<file path="config.mk">
export PLATFORM = sky130hd
export DESIGN_NAME = utf8_validating_decoder_unit
export DESIGN_NICKNAME = d
export VERILOG_FILES = /design/src/rtl/core/utf8vd_pkg.sv /design/src/rtl/core/utf8vd_decode.sv /design/src/rtl/core/utf8_validating_decoder_unit.sv
export VERILOG_INCLUDE_DIRS = /design/src /design/src/rtl/core
export SDC_FILE = /design/constraint.sdc
export NUM_CORES = 1
export LEC_CHECK = 0
export BUFFER_PORTS_ARGS = -buffer_cell sky130_fd_sc_hd__buf_4
export CAP_MARGIN = 10
export CORE_MARGIN = 1.5
export CORE_UTILIZATION = 55
export DETAILED_ROUTE_END_ITERATION = 10
export GPL_TIMING_DRIVEN = 1
export PLACE_DENSITY = 0.8
export REMOVE_ABC_BUFFERS = 1
export SLEW_MARGIN = 15
export SYNTH_ARGS = -nofsm -noshare
export SYNTH_HDL_FRONTEND = slang
export SYNTH_SLANG_ARGS = --single-unit
</file>
<file path="constraint.sdc">
create_clock -name clk -period 10.4 [get_ports clk]
set_input_delay 1.56 -clock clk [delete_from_list [all_inputs] [get_ports clk]]
set_output_delay 1.56 -clock clk [all_outputs]
set_load 0.01 [all_outputs]
</file>
<file path="src/rtl/core/utf8_validating_decoder_unit_defines.svh">
// Assertion macros shared by the UTF-8 validating decoder.
// Included by the top level; needs no other file.
`ifndef UTF8_VALIDATING_DECODER_UNIT_DEFINES_SVH
`define UTF8_VALIDATING_DECODER_UNIT_DEFINES_SVH

// Same-cycle implication, disabled while reset is asserted.
`define UTF8VD_ASSERT_IMPLY(label, clock, resetn, ante, cons) \
    label: assert property (@(posedge clock) disable iff (!resetn) (ante) |-> (cons)) \
        else $error("utf8 decoder: same-cycle check failed");

// Next-cycle implication, disabled while reset is asserted.
`define UTF8VD_ASSERT_NEXT(label, clock, resetn, ante, cons) \
    label: assert property (@(posedge clock) disable iff (!resetn) (ante) |=> (cons)) \
        else $error("utf8 decoder: next-cycle check failed");

`endif

</file>
<file path="src/rtl/core/utf8vd_pkg.sv">
// Types and constants of the UTF-8 validating decoder.
// Used by utf8vd_decode and utf8_validating_decoder_unit; no dependencies.
package utf8vd_pkg;

    localparam int CpWidth = 21;

    // Result status codes.
    localparam logic [2:0] ST_OK          = 3'd0;
    localparam logic [2:0] ST_STRAY_CONT  = 3'd1;
    localparam logic [2:0] ST_ILLEGAL     = 3'd2;
    localparam logic [2:0] ST_BAD_CONT    = 3'd3;
    localparam logic [2:0] ST_OVERLONG    = 3'd4;
    localparam logic [2:0] ST_SURROGATE   = 3'd5;
    localparam logic [2:0] ST_TOO_BIG     = 3'd6;

    // Octet class boundaries.
    localparam logic [7:0] ASCII_MAX      = 8'h7F;
    localparam logic [7:0] CONT_MAX       = 8'hBF;
    localparam logic [7:0] ILLEGAL_LO_MAX = 8'hC1;
    localparam logic [7:0] LEAD2_MAX      = 8'hDF;
    localparam logic [7:0] LEAD3_MAX      = 8'hEF;
    localparam logic [7:0] LEAD4_MAX      = 8'hF4;
    localparam logic [7:0] LEAD3_BASE     = 8'hE0;
    localparam logic [7:0] LEAD4_BASE     = 8'hF0;

    // Code point limits.
    localparam logic [CpWidth-1:0] MIN_3BYTE     = 21'h000800;
    localparam logic [CpWidth-1:0] MIN_4BYTE     = 21'h010000;
    localparam logic [CpWidth-1:0] SURROGATE_LO  = 21'h00D800;
    localparam logic [CpWidth-1:0] SURROGATE_HI  = 21'h00DFFF;
    localparam logic [CpWidth-1:0] MAX_SCALAR    = 21'h10FFFF;

    typedef struct packed {
        logic [7:0] data_byte;
        logic       string_end;
    } utf8vd_in_t;

    typedef struct packed {
        logic [CpWidth-1:0] code_point;
        logic [2:0]         status;
        logic [7:0]         bad_octet;
        logic [15:0]        error_position;
        logic               last_result;
    } utf8vd_out_t;

    // Sequence state carried from octet to octet.
    typedef struct packed {
        logic [CpWidth-1:0] partial_value;
        logic [1:0]         bytes_due;
        logic [1:0]         sequence_length;
        logic               error_latched;
    } utf8vd_seq_t;

endpackage

</file>
<file path="src/rtl/core/utf8vd_decode.sv">
// Single-octet decode step: sequence state plus one octet gives the next state
// and at most one result. Depends on utf8vd_pkg.
module utf8vd_decode
    import utf8vd_pkg::*;
#(
    parameter int POSITION_WIDTH = 16
)
(
    input  utf8vd_in_t                item,
    input  utf8vd_seq_t               seq,
    input  logic [POSITION_WIDTH-1:0] byte_index,
    output utf8vd_seq_t               seq_next,
    output logic [POSITION_WIDTH-1:0] byte_index_next,
    output logic                      emit,
    output utf8vd_out_t               result
);

    logic [POSITION_WIDTH-1:0]    pos_plus1;
    logic [POSITION_WIDTH+15:0]   pos_wide;
    logic [POSITION_WIDTH+15:0]   next_wide;
    logic [CpWidth-1:0]           value;
    logic [1:0]                   due_left;
    logic [1:0]                   lead_due;
    logic [CpWidth-1:0]           lead_init;
    logic [2:0]                   status;
    logic [CpWidth-1:0]           cp;
    logic [7:0]                   bad;
    logic [15:0]                  epos;
    logic [7:0]                   b;

    assign b         = item.data_byte;
    assign pos_plus1 = byte_index + POSITION_WIDTH'(1);
    // Zero-extend before taking the low 16 bits so any width works.
    assign pos_wide  = {16'd0, byte_index};
    assign next_wide = {16'd0, pos_plus1};
    assign value     = {seq.partial_value[CpWidth-7:0], b[5:0]};
    assign due_left  = seq.bytes_due - 2'd1;

    // Lead octet classification.
    always_comb
    begin
        lead_due  = 2'd0;
        lead_init = '0;
        if (b > ILLEGAL_LO_MAX && b <= LEAD2_MAX)
        begin
            lead_due  = 2'd1;
            lead_init = CpWidth'(b[4:0]);
        end
        else if (b > LEAD2_MAX && b <= LEAD3_MAX)
        begin
            lead_due  = 2'd2;
            lead_init = CpWidth'(b[3:0]);
        end
        else if (b > LEAD3_MAX && b <= LEAD4_MAX)
        begin
            lead_due  = 2'd3;
            lead_init = CpWidth'(b[2:0]);
        end
    end

    always_comb
    begin
        emit     = 1'b0;
        status   = ST_OK;
        cp       = '0;
        bad      = 8'd0;
        epos     = 16'd0;
        seq_next = seq;

        if (seq.error_latched)
        begin
            // Octets after an error are dropped until the end mark.
            emit = 1'b0;
        end
        else if (seq.bytes_due == 2'd0)
        begin
            priority if (b <= ASCII_MAX)
            begin
                emit = 1'b1;
                cp   = CpWidth'(b);
            end
            else if (b <= CONT_MAX)
            begin
                emit   = 1'b1;
                status = ST_STRAY_CONT;
                bad    = b;
                epos   = pos_wide[15:0];
            end
            else if (lead_due == 2'd0)
            begin
                emit   = 1'b1;
                status = ST_ILLEGAL;
                bad    = b;
                epos   = pos_wide[15:0];
            end
            else if (item.string_end)
            begin
                // Lead octet as the last of the string: truncated.
                emit   = 1'b1;
                status = ST_BAD_CONT;
                bad    = b;
                epos   = next_wide[15:0];
            end
            else
            begin
                seq_next.partial_value   = lead_init;
                seq_next.bytes_due       = lead_due;
                seq_next.sequence_length = lead_due;
            end
        end
        else if (b[7:6] != 2'b10)
        begin
            emit   = 1'b1;
            status = ST_BAD_CONT;
            bad    = b;
            epos   = pos_wide[15:0];
        end
        else
        begin
            seq_next.partial_value = value;
            seq_next.bytes_due     = due_left;
            if (due_left == 2'd0)
            begin
                emit = 1'b1;
                if (seq.sequence_length == 2'd2)
                begin
                    bad = LEAD3_BASE | value[19:12];
                    if (value < MIN_3BYTE)
                    begin
                        status = ST_OVERLONG;
                    end
                    else if (value >= SURROGATE_LO && value <= SURROGATE_HI)
                    begin
                        status = ST_SURROGATE;
                    end
                end
                else if (seq.sequence_length == 2'd3)
                begin
                    bad = LEAD4_BASE | {5'd0, value[20:18]};
                    if (value < MIN_4BYTE)
                    begin
                        status = ST_OVERLONG;
                    end
                    else if (value > MAX_SCALAR)
                    begin
                        status = ST_TOO_BIG;
                    end
                end
                if (status == ST_OK)
                begin
                    cp  = value;
                    bad = 8'd0;
                end
                else
                begin
                    epos = pos_wide[15:0];
                end
            end
            else if (item.string_end)
            begin
                emit   = 1'b1;
                status = ST_BAD_CONT;
                bad    = b;
                epos   = next_wide[15:0];
            end
        end

        if (emit && status != ST_OK)
        begin
            seq_next               = '0;
            seq_next.error_latched = 1'b1;
        end

        // The end mark starts a fresh string.
        if (item.string_end)
        begin
            seq_next        = '0;
            byte_index_next = '0;
        end
        else
        begin
            byte_index_next = pos_plus1;
        end
    end

    assign result.code_point     = cp;
    assign result.status         = status;
    assign result.bad_octet      = bad;
    assign result.error_position = epos;
    assign result.last_result    = (status != ST_OK) || item.string_end;

endmodule

</file>
<file path="src/rtl/core/utf8_validating_decoder_unit.sv">
// UTF-8 validating decoder: one octet per cycle, input register, decode, result register.
// A byte passes the input register and the decode step; its result, if any, is then held in the result register.
// Throughput: one byte per cycle while the result register is not stalled; a result stall is the only limit.
// Result register stalls hold the input register, which then stalls the byte channel.
// Reset (rst_n low, asynchronous) empties both registers and clears the sequence state.
// Depends on utf8vd_pkg, utf8vd_decode and utf8_validating_decoder_unit_defines.svh.
`include "utf8_validating_decoder_unit_defines.svh"

module utf8_validating_decoder_unit
    import utf8vd_pkg::*;
#(
    parameter int POSITION_WIDTH = 16
)
(
    input  logic        clk,
    input  logic        rst_n,
    input  logic        byte_valid,
    output logic        byte_stall,
    input  utf8vd_in_t  byte_item,
    output logic        result_valid,
    input  logic        result_stall,
    output utf8vd_out_t result_item
);

    logic                      in_valid_reg;
    utf8vd_in_t                in_item_reg;
    utf8vd_seq_t               seq_reg;
    utf8vd_seq_t               seq_next;
    logic [POSITION_WIDTH-1:0] index_reg;
    logic [POSITION_WIDTH-1:0] index_next;
    logic                      res_valid_reg;
    utf8vd_out_t               res_item_reg;
    logic                      emit;
    utf8vd_out_t               result;
    logic                      advance;

    // The decode stage moves whenever the result register is empty or being taken.
    assign advance    = !res_valid_reg || !result_stall;
    assign byte_stall = in_valid_reg && !advance;

    utf8vd_decode #(
        .POSITION_WIDTH (POSITION_WIDTH)
    ) u_decode (
        .item            (in_item_reg),
        .seq             (seq_reg),
        .byte_index      (index_reg),
        .seq_next        (seq_next),
        .byte_index_next (index_next),
        .emit            (emit),
        .result          (result)
    );

    always_ff @(posedge clk or negedge rst_n)
    begin
        if (!rst_n)
        begin
            in_valid_reg  <= 1'b0;
            res_valid_reg <= 1'b0;
            seq_reg       <= '0;
            index_reg     <= '0;
        end
        else
        begin
            if (!byte_stall)
            begin
                in_valid_reg <= byte_valid;
            end
            if (advance)
            begin
                res_valid_reg <= in_valid_reg && emit;
            end
            if (in_valid_reg && advance)
            begin
                seq_reg   <= seq_next;
                index_reg <= index_next;
            end
        end
    end

    always_ff @(posedge clk)
    begin
        if (byte_valid && !byte_stall)
        begin
            in_item_reg <= byte_item;
        end
        if (advance && in_valid_reg && emit)
        begin
            res_item_reg <= result;
        end
    end

    assign result_valid = res_valid_reg;
    assign result_item  = res_item_reg;

    `UTF8VD_ASSERT_IMPLY(a_ok_clean, clk, rst_n, res_valid_reg && res_item_reg.status == ST_OK, res_item_reg.bad_octet == 8'd0 && res_item_reg.error_position == 16'd0)
    `UTF8VD_ASSERT_IMPLY(a_err_last, clk, rst_n, res_valid_reg && res_item_reg.status != ST_OK, res_item_reg.last_result)
    `UTF8VD_ASSERT_IMPLY(a_latch_idle, clk, rst_n, seq_reg.error_latched, seq_reg.bytes_due == 2'd0 && seq_reg.sequence_length == 2'd0)
    `UTF8VD_ASSERT_NEXT(a_err_latches, clk, rst_n, in_valid_reg && advance && emit && result.status != ST_OK && !in_item_reg.string_end, seq_reg.error_latched)

endmodule

</file>
==> flow_summary_export.csv, run 1 <==
group,metric,value,unit
outcome,status,"completed",
sta,hold_viol_final,0,
critical_path,critPathTopFamily,"simple AND/OR/NAND/NOR gates",
drt,post-route-drc-count,0,
critical_path,endpoint,"seq_reg[8]",
power_and_ir_drop,leakage,2.25,nW
critical_path,critPathSlowestCell,"nor4b_1",
power_and_ir_drop,clkPwrFrac,0.212,
critical_path,path_max_fanout,24,
sta,post-route-period-util,0.365,
yosys,seq_area_frac_synth,0.537,
yosys,synth_cells,491,
yosys,synth_edf_count,58,
power_and_ir_drop,internal-power,0.000747,W
critical_path,path_depth,7,
drt,wl_per_cell,18.9,microns
global_routing,grt_first_pass_wirelength,20.1,mm
critical_path,r2r_start,"in_item_reg[2]",
critical_path,required,10720,ps
clock_tree,insertion_delay,380,ps
layout,seq_area,0.00269,sq mm
yosys,synth_area_leaders,"edfxtp_1, dfrtp_1, o21ai_0",
yosys,netlist_top_cells_count,"edfxtp_1, nand2_1, o21ai_0, dfrtp_1, nor2_1",
sta,max_freq,263,MHz
drt,via_count,4211,
critical_path,worstRegToRegCells,6,
power_and_ir_drop,p_comb_frac,0.312,
global_routing,grt_pass1_vias,3864,
sta,worst_pin_slew,946,ps
flow_run,maxCapViolCount,0,
yosys,ys.flop_type,"edfxtp_1",
global_routing,track_usage,0.262,
layout,area_growth,14.4,%
power_and_ir_drop,powerDensity,204,mW/mm^2
floorplanning,ioPinCount,64,
sta,hold_slack,532,ps
sta,setup_viol,0,
yosys,synth_most_common_cell,"edfxtp_1",
layout,fillers,671,
floorplanning,die_width,98.5,microns
power_and_ir_drop,swShare,0.363,
layout,nets,553,
critical_path,arrival,4120,ps
critical_path,r2r_setup_slack,7090,ps
critical_path,worstSetupEndpointType,"register",
drt,drt_iter0_markers,474,
drt,wirelength,12.3,mm
place,gp_congestion,0.914,
critical_path,crit_buf_inv,1,
clock_tree,clock-root-buffer,"clkbuf_8",
clock_tree,cts_resized,0,
power_and_ir_drop,p_switching,0.000425,W
layout,drive_gt1_frac,0.184,
critical_path,r2r-end,"result_item[13]",
critical_path,crit_top_cell,"nand2_1",
yosys,synth_xor_area_frac,0.00175,
global_routing,grt_max_degree,50,
place,hpwl,8.19,mm
yosys,yosysUniqueCellTypes,66,
yosys,ys_warn_count,0,
global_routing,grt-ovfl-total,0,
power_and_ir_drop,peakVddDrop,0.000161,V
yosys,synth_compound_gate_area_share,0.228,
clock_tree,cts-hold-fix-buffers,0,
place,port-buffer-count,63,
critical_path,max_stage_delay,790,ps
sta,finalCriticalPeriod,3800,ps
yosys,synth_area,0.00501,sq mm
clock_tree,postCtsSetupRepairBufs,0,
critical_path,worstSetupStartpoint,"result_stall",
sta,fin_tns_setup,0,ps
critical_path,crit_chain,"buf_4 > nand2_1 > nand2_1 > a21oi_1 > nand2_1 > nor4b_1 > a32o_1",
place,place_ws,6370,ps
floorplanning,core,0.00876,sq mm
yosys,synth_top_area_cell,"edfxtp_1",
global_routing,grt_antenna_before_repair,0,
yosys,synth_top_family_by_area,"compound AO/OA/AOI/OAI gates",
sta,fin_ws,6600,ps
clock_tree,cts_tree,"done",
layout,largest_reg_flops,49,
layout,multi_input_area,0.00218,sq mm
drt,first_pass_iters,6,
clock_tree,path_clk_slew,100,ps
worst_hold_path,hp-class,"register to register",
floorplanning,die_area,0.00970,sq mm
yosys,synthAdderAreaFrac,0.00250,
yosys,ys_async_sr_fraction,0.396,
clock_tree,clock_tree.buffer_depth,2,
sta,rsz0062_at_grt,"false",
drt,ant_nets,0,
yosys,synth_area_per_cell,10.2,sq um
yosys,muxShareOfSynthArea,0.0105,
clock_tree,cts_htree_levels,3,
floorplanning,die_y,98.5,microns
layout,diodes,0,
sta,relSlewSlack,0.365,
clock_tree,cts_buffers,9,
drt,viasPerCell,6.46,
power_and_ir_drop,seq_power_share,0.476,
sta,slew_viol_final,0,
critical_path,path_class,"input port to register",
yosys,synth_top_area_frac,0.347,
floorplanning,start_util,0.572,
floorplanning,rows,34,
sta,finClkSkew,15.9,ps
yosys,yosys.area_share.simple,0.189,
critical_path,startpoint_type,"input port",
yosys,synth_seq_cells,96,
clock_tree,clkSinkCount,96,
## final cells by class
cell class / count / area share
sequential: 96 / 0.469
multi-input combinational: 356 / 0.380
timing repair buffer: 66 / 0.0863
tap: 108 / 0.0236
clock buffer: 10 / 0.0222
clock inverter: 6 / 0.0118
inverter: 10 / 0.00654
## logic make-up after synthesis
| logic type | after synthesis |
|---|---|
| multiplexers | 5 |
| AO/OA/AOI/OAI | 162 |
| XOR/XNOR | 1 |
| adder cells (fa/ha/maj) | 1 |
| buffers and inverters | 39 |
| AND/OR/NAND/NOR | 187 |
| flip-flops | 96 |
## layout by cell type, fill, tap and decap left out, types with 10 or more instances in the layout
cell and n:
a22o_1 20, inv_1 10, nand2_1 50, dfrtp_1 38
nor3_1 11, and3_1 10, edfxtp_1 58, nor2_1 36
nand3_1 17, buf_4 66, o21ai_0 46, and2_1 22
a21oi_1 24
## worst min path at each step
stage / to / startpoint / depth (start not counted)
2_1_floorplan: seq_reg[8] / seq_reg[8] / 1
3_5_place_dp: seq_reg[16] / seq_reg[16] / 1
4_1_cts: seq_reg[16] / seq_reg[16] / 1
3_3_place_gp: seq_reg[16] / seq_reg[16] / 1
6_report: seq_reg[16] / seq_reg[16] / 1
5_1_grt: seq_reg[16] / seq_reg[16] / 1
## per-stage QoR
step,utilization,total power (W),cell area (sq um),instances
6_report,0.655,0.00117,5740,652
5_1_grt,0.655,0.00123,5740,652
4_1_cts,0.653,0.00117,5730,652
3_5_place_dp,0.631,0.000922,5530,636
3_3_place_gp,0.631,0.000911,5530,636
2_1_floorplan,-,0.000766,4900,462
## power groups by stage
stage / clock network, W / logic [W] / registers, W
floorplan: 0 / 0.000185 / 0.000581
global placement: 0 / 0.000349 / 0.000561
detailed placement: 0 / 0.000357 / 0.000565
CTS: 0.000252 / 0.000359 / 0.000557
global route: 0.000267 / 0.000396 / 0.000569
finish: 0.000249 / 0.000366 / 0.000558
## metal layers
metal / vias up / routed length (microns) / global-route usage / part of all wire
met3: 27 / 1050 / 0.0397 / 0.086
met5: - / 0 / 0 / 0
met2: 236 / 5520 / 0.375 / 0.45
li1: 1952 / - / - / -
met4: 0 / 253 / 0.101 / 0.021
met1: 1996 / 5460 / 0.404 / 0.44
Note: power is estimated with default switching activity, not from simulation.
==> run 2, diff against run 1 <==
- ABC_AREA: default -> 1
- clock period: 10.4 -> 3.5 ns (I/O delays scaled with it)
==> flow_summary_export.csv, run 2 <==
group,metric,value,unit
layout,area_growth,15.1,%
yosys,synth_top_area_frac,0.335,
place,place_area,0.00580,sq mm
clock_tree,cts-hold-fix-buffers,0,
clock_tree,postCtsSetupRepairBufs,0,
layout,drive_gt1_frac,0.176,
global_routing,grt_antenna_before_repair,0,
sta,finClkSkew,13.0,ps
sta,max_freq,368,MHz
yosys,netlist_top_cells_count,"nand2_1, nor2_1, edfxtp_1, inv_1, nand3_1",
global_routing,grt-ovfl-total,0,
yosys,ys.flop_type,"edfxtp_1",
yosys,synth_cells,629,
drt,wl_per_cell,17.5,microns
global_routing,grt_max_degree,39,
critical_path,crit_buf_inv,1,
yosys,synth_top_area_cell,"edfxtp_1",
worst_hold_path,hp-class,"input port to async pin",
yosys,synth_most_common_cell,"nand2_1",
floorplanning,die_y,100,microns
power_and_ir_drop,powerDensity,602,mW/mm^2
layout,nets,703,
layout,largest_reg_flops,49,
yosys,synth_edf_count,58,
clock_tree,clock_tree.buffer_depth,2,
critical_path,critPathSlowestCell,"nor2_4",
critical_path,max_stage_delay,530,ps
sta,hold_slack,116,ps
clock_tree,path_clk_slew,110,ps
place,gp_congestion,0.932,
clock_tree,cts_tree,"done",
flow_run,maxCapViolCount,0,
critical_path,path_class,"register to register",
yosys,synth_area,0.00520,sq mm
floorplanning,start_util,0.565,
clock_tree,clkSinkCount,96,
critical_path,critPathTopFamily,"simple AND/OR/NAND/NOR gates",
place,port-buffer-count,63,
layout,fin_area,0.00598,sq mm
yosys,synth_seq_cells,96,
yosys,seq_area_frac_synth,0.518,
drt,ant_nets,0,
yosys,synth_area_leaders,"edfxtp_1, dfrtp_1, nand2_1",
drt,wirelength,14.1,mm
sta,post-route-period-util,0.777,
drt,post-route-drc-count,0,
critical_path,path_max_fanout,34,
power_and_ir_drop,swShare,0.401,
sta,rsz0062_at_grt,"false",
clock_tree,cts_htree_levels,3,
clock_tree,cts_buffers,9,
clock_tree,insertion_delay,370,ps
drt,viasPerCell,6.02,
critical_path,arrival,2790,ps
outcome,status,"completed",
critical_path,worstSetupEndpointType,"register",
power_and_ir_drop,leakage,2.49,nW
drt,via_count,4849,
layout,final_core_util,0.651,
critical_path,crit_chain,"nand2_2 > nor2_1 > nand2_1 > nand3_2 > nand3_2 > o311ai_0 > nor2_4 > buf_12",
power_and_ir_drop,internal-power,0.00216,W
sta,hold_viol_final,0,
power_and_ir_drop,seq_power_share,0.437,
floorplanning,rows,35,
sta,setup_viol,0,
yosys,ys_async_sr_fraction,0.396,
critical_path,startpoint_type,"register",
power_and_ir_drop,clkPwrFrac,0.198,
power_and_ir_drop,peakVddDrop,0.000344,V
critical_path,required,3570,ps
place,hpwl,9.50,mm
yosys,ys_warn_count,0,
clock_tree,clock-root-buffer,"clkbuf_8",
layout,diodes,0,
sta,relSlewSlack,0.414,
sta,finalCriticalPeriod,2720,ps
yosys,synth_area_per_cell,8.27,sq um
drt,drt_iter0_markers,464,
floorplanning,die_width,100,microns
power_and_ir_drop,p_switching,0.00145,W
global_routing,grt_first_pass_wirelength,22.6,mm
floorplanning,ioPinCount,64,
sta,slew_viol_final,0,
layout,layout_commonest_cell,"nand2_1",
critical_path,crit_top_cell,"nand3_2",
floorplanning,die_area,0.0100,sq mm
sta,worst_pin_slew,868,ps
layout,final_cell_mix,"nand2_1, nor2_1, buf_4",
yosys,yosysUniqueCellTypes,39,
drt,first_pass_iters,5,
global_routing,grt_pass1_vias,4541,
power_and_ir_drop,p_comb_frac,0.365,
global_routing,track_usage,0.288,
floorplanning,core,0.00920,sq mm
clock_tree,cts_resized,0,
## run 2: cells by family after synthesis
kind of cell    synth area share
simple gates               0.271
compound gates             0.135
flops                      0.518
buf+inv                   0.0691
xor+xnor                 0.00505
fa+ha+maj                0.00241
## run 2: power by group through the flow
stage | clock [W] | sequential, W | combinational (W)
finish | 0.000715 | 0.00157 | 0.00131
global route | 0.000762 | 0.00160 | 0.00141
CTS | 0.000719 | 0.00157 | 0.00129
detailed placement | 0 | 0.00160 | 0.00128
global placement | 0 | 0.00159 | 0.00126
floorplan | 0 | 0.00169 | 0.000611
## run 2: stage by stage
stage / setup slack (ps) / TNS (ps) / instances / total power (W)
floorplan: -393 / -19230 / 605 / 0.00230
global placement: 970 / 0 / 789 / 0.00285
detailed placement: 848 / 0 / 789 / 0.00288
CTS: 790 / 0 / 805 / 0.00358
global route: 587 / 0 / 805 / 0.00377
finish: 782 / 0 / 805 / 0.00360
## run 2: layout make-up
cell class | instances | area [sq um]
clock buffer | 9 | 124
clock inverter | 7 | 61.3
fill | 775 | 3210
inverter | 67 | 251
multi-input combinational | 442 | 2160
sequential | 96 | 2690
tap | 111 | 139
timing repair buffer | 73 | 561
## run 2: metal layers
layer / vias to the layer above / part of all wire / global-route usage
met5: - / 0 / 0
met4: 0 / 0.021 / 0.0997
met3: 34 / 0.096 / 0.0703
met2: 299 / 0.45 / 0.428
met1: 2262 / 0.43 / 0.414
li1: 2254 / - / -
## run 2: final timing paths
path                                startpoint              end  depth (start not counted)  slack [ps]
min in group clk                  byte_item[8]   in_item_reg[8]                          1         330
worst min register to register      seq_reg[5]       seq_reg[5]                          2         500
max in group asynchronous                rst_n      seq_reg[18]                          1        2980
worst max register to register  in_item_reg[7]  result_item[26]                          8         780
worst min-delay path                     rst_n      seq_reg[17]                          1         120
worst max-delay path            in_item_reg[7]  result_item[26]                          8         780
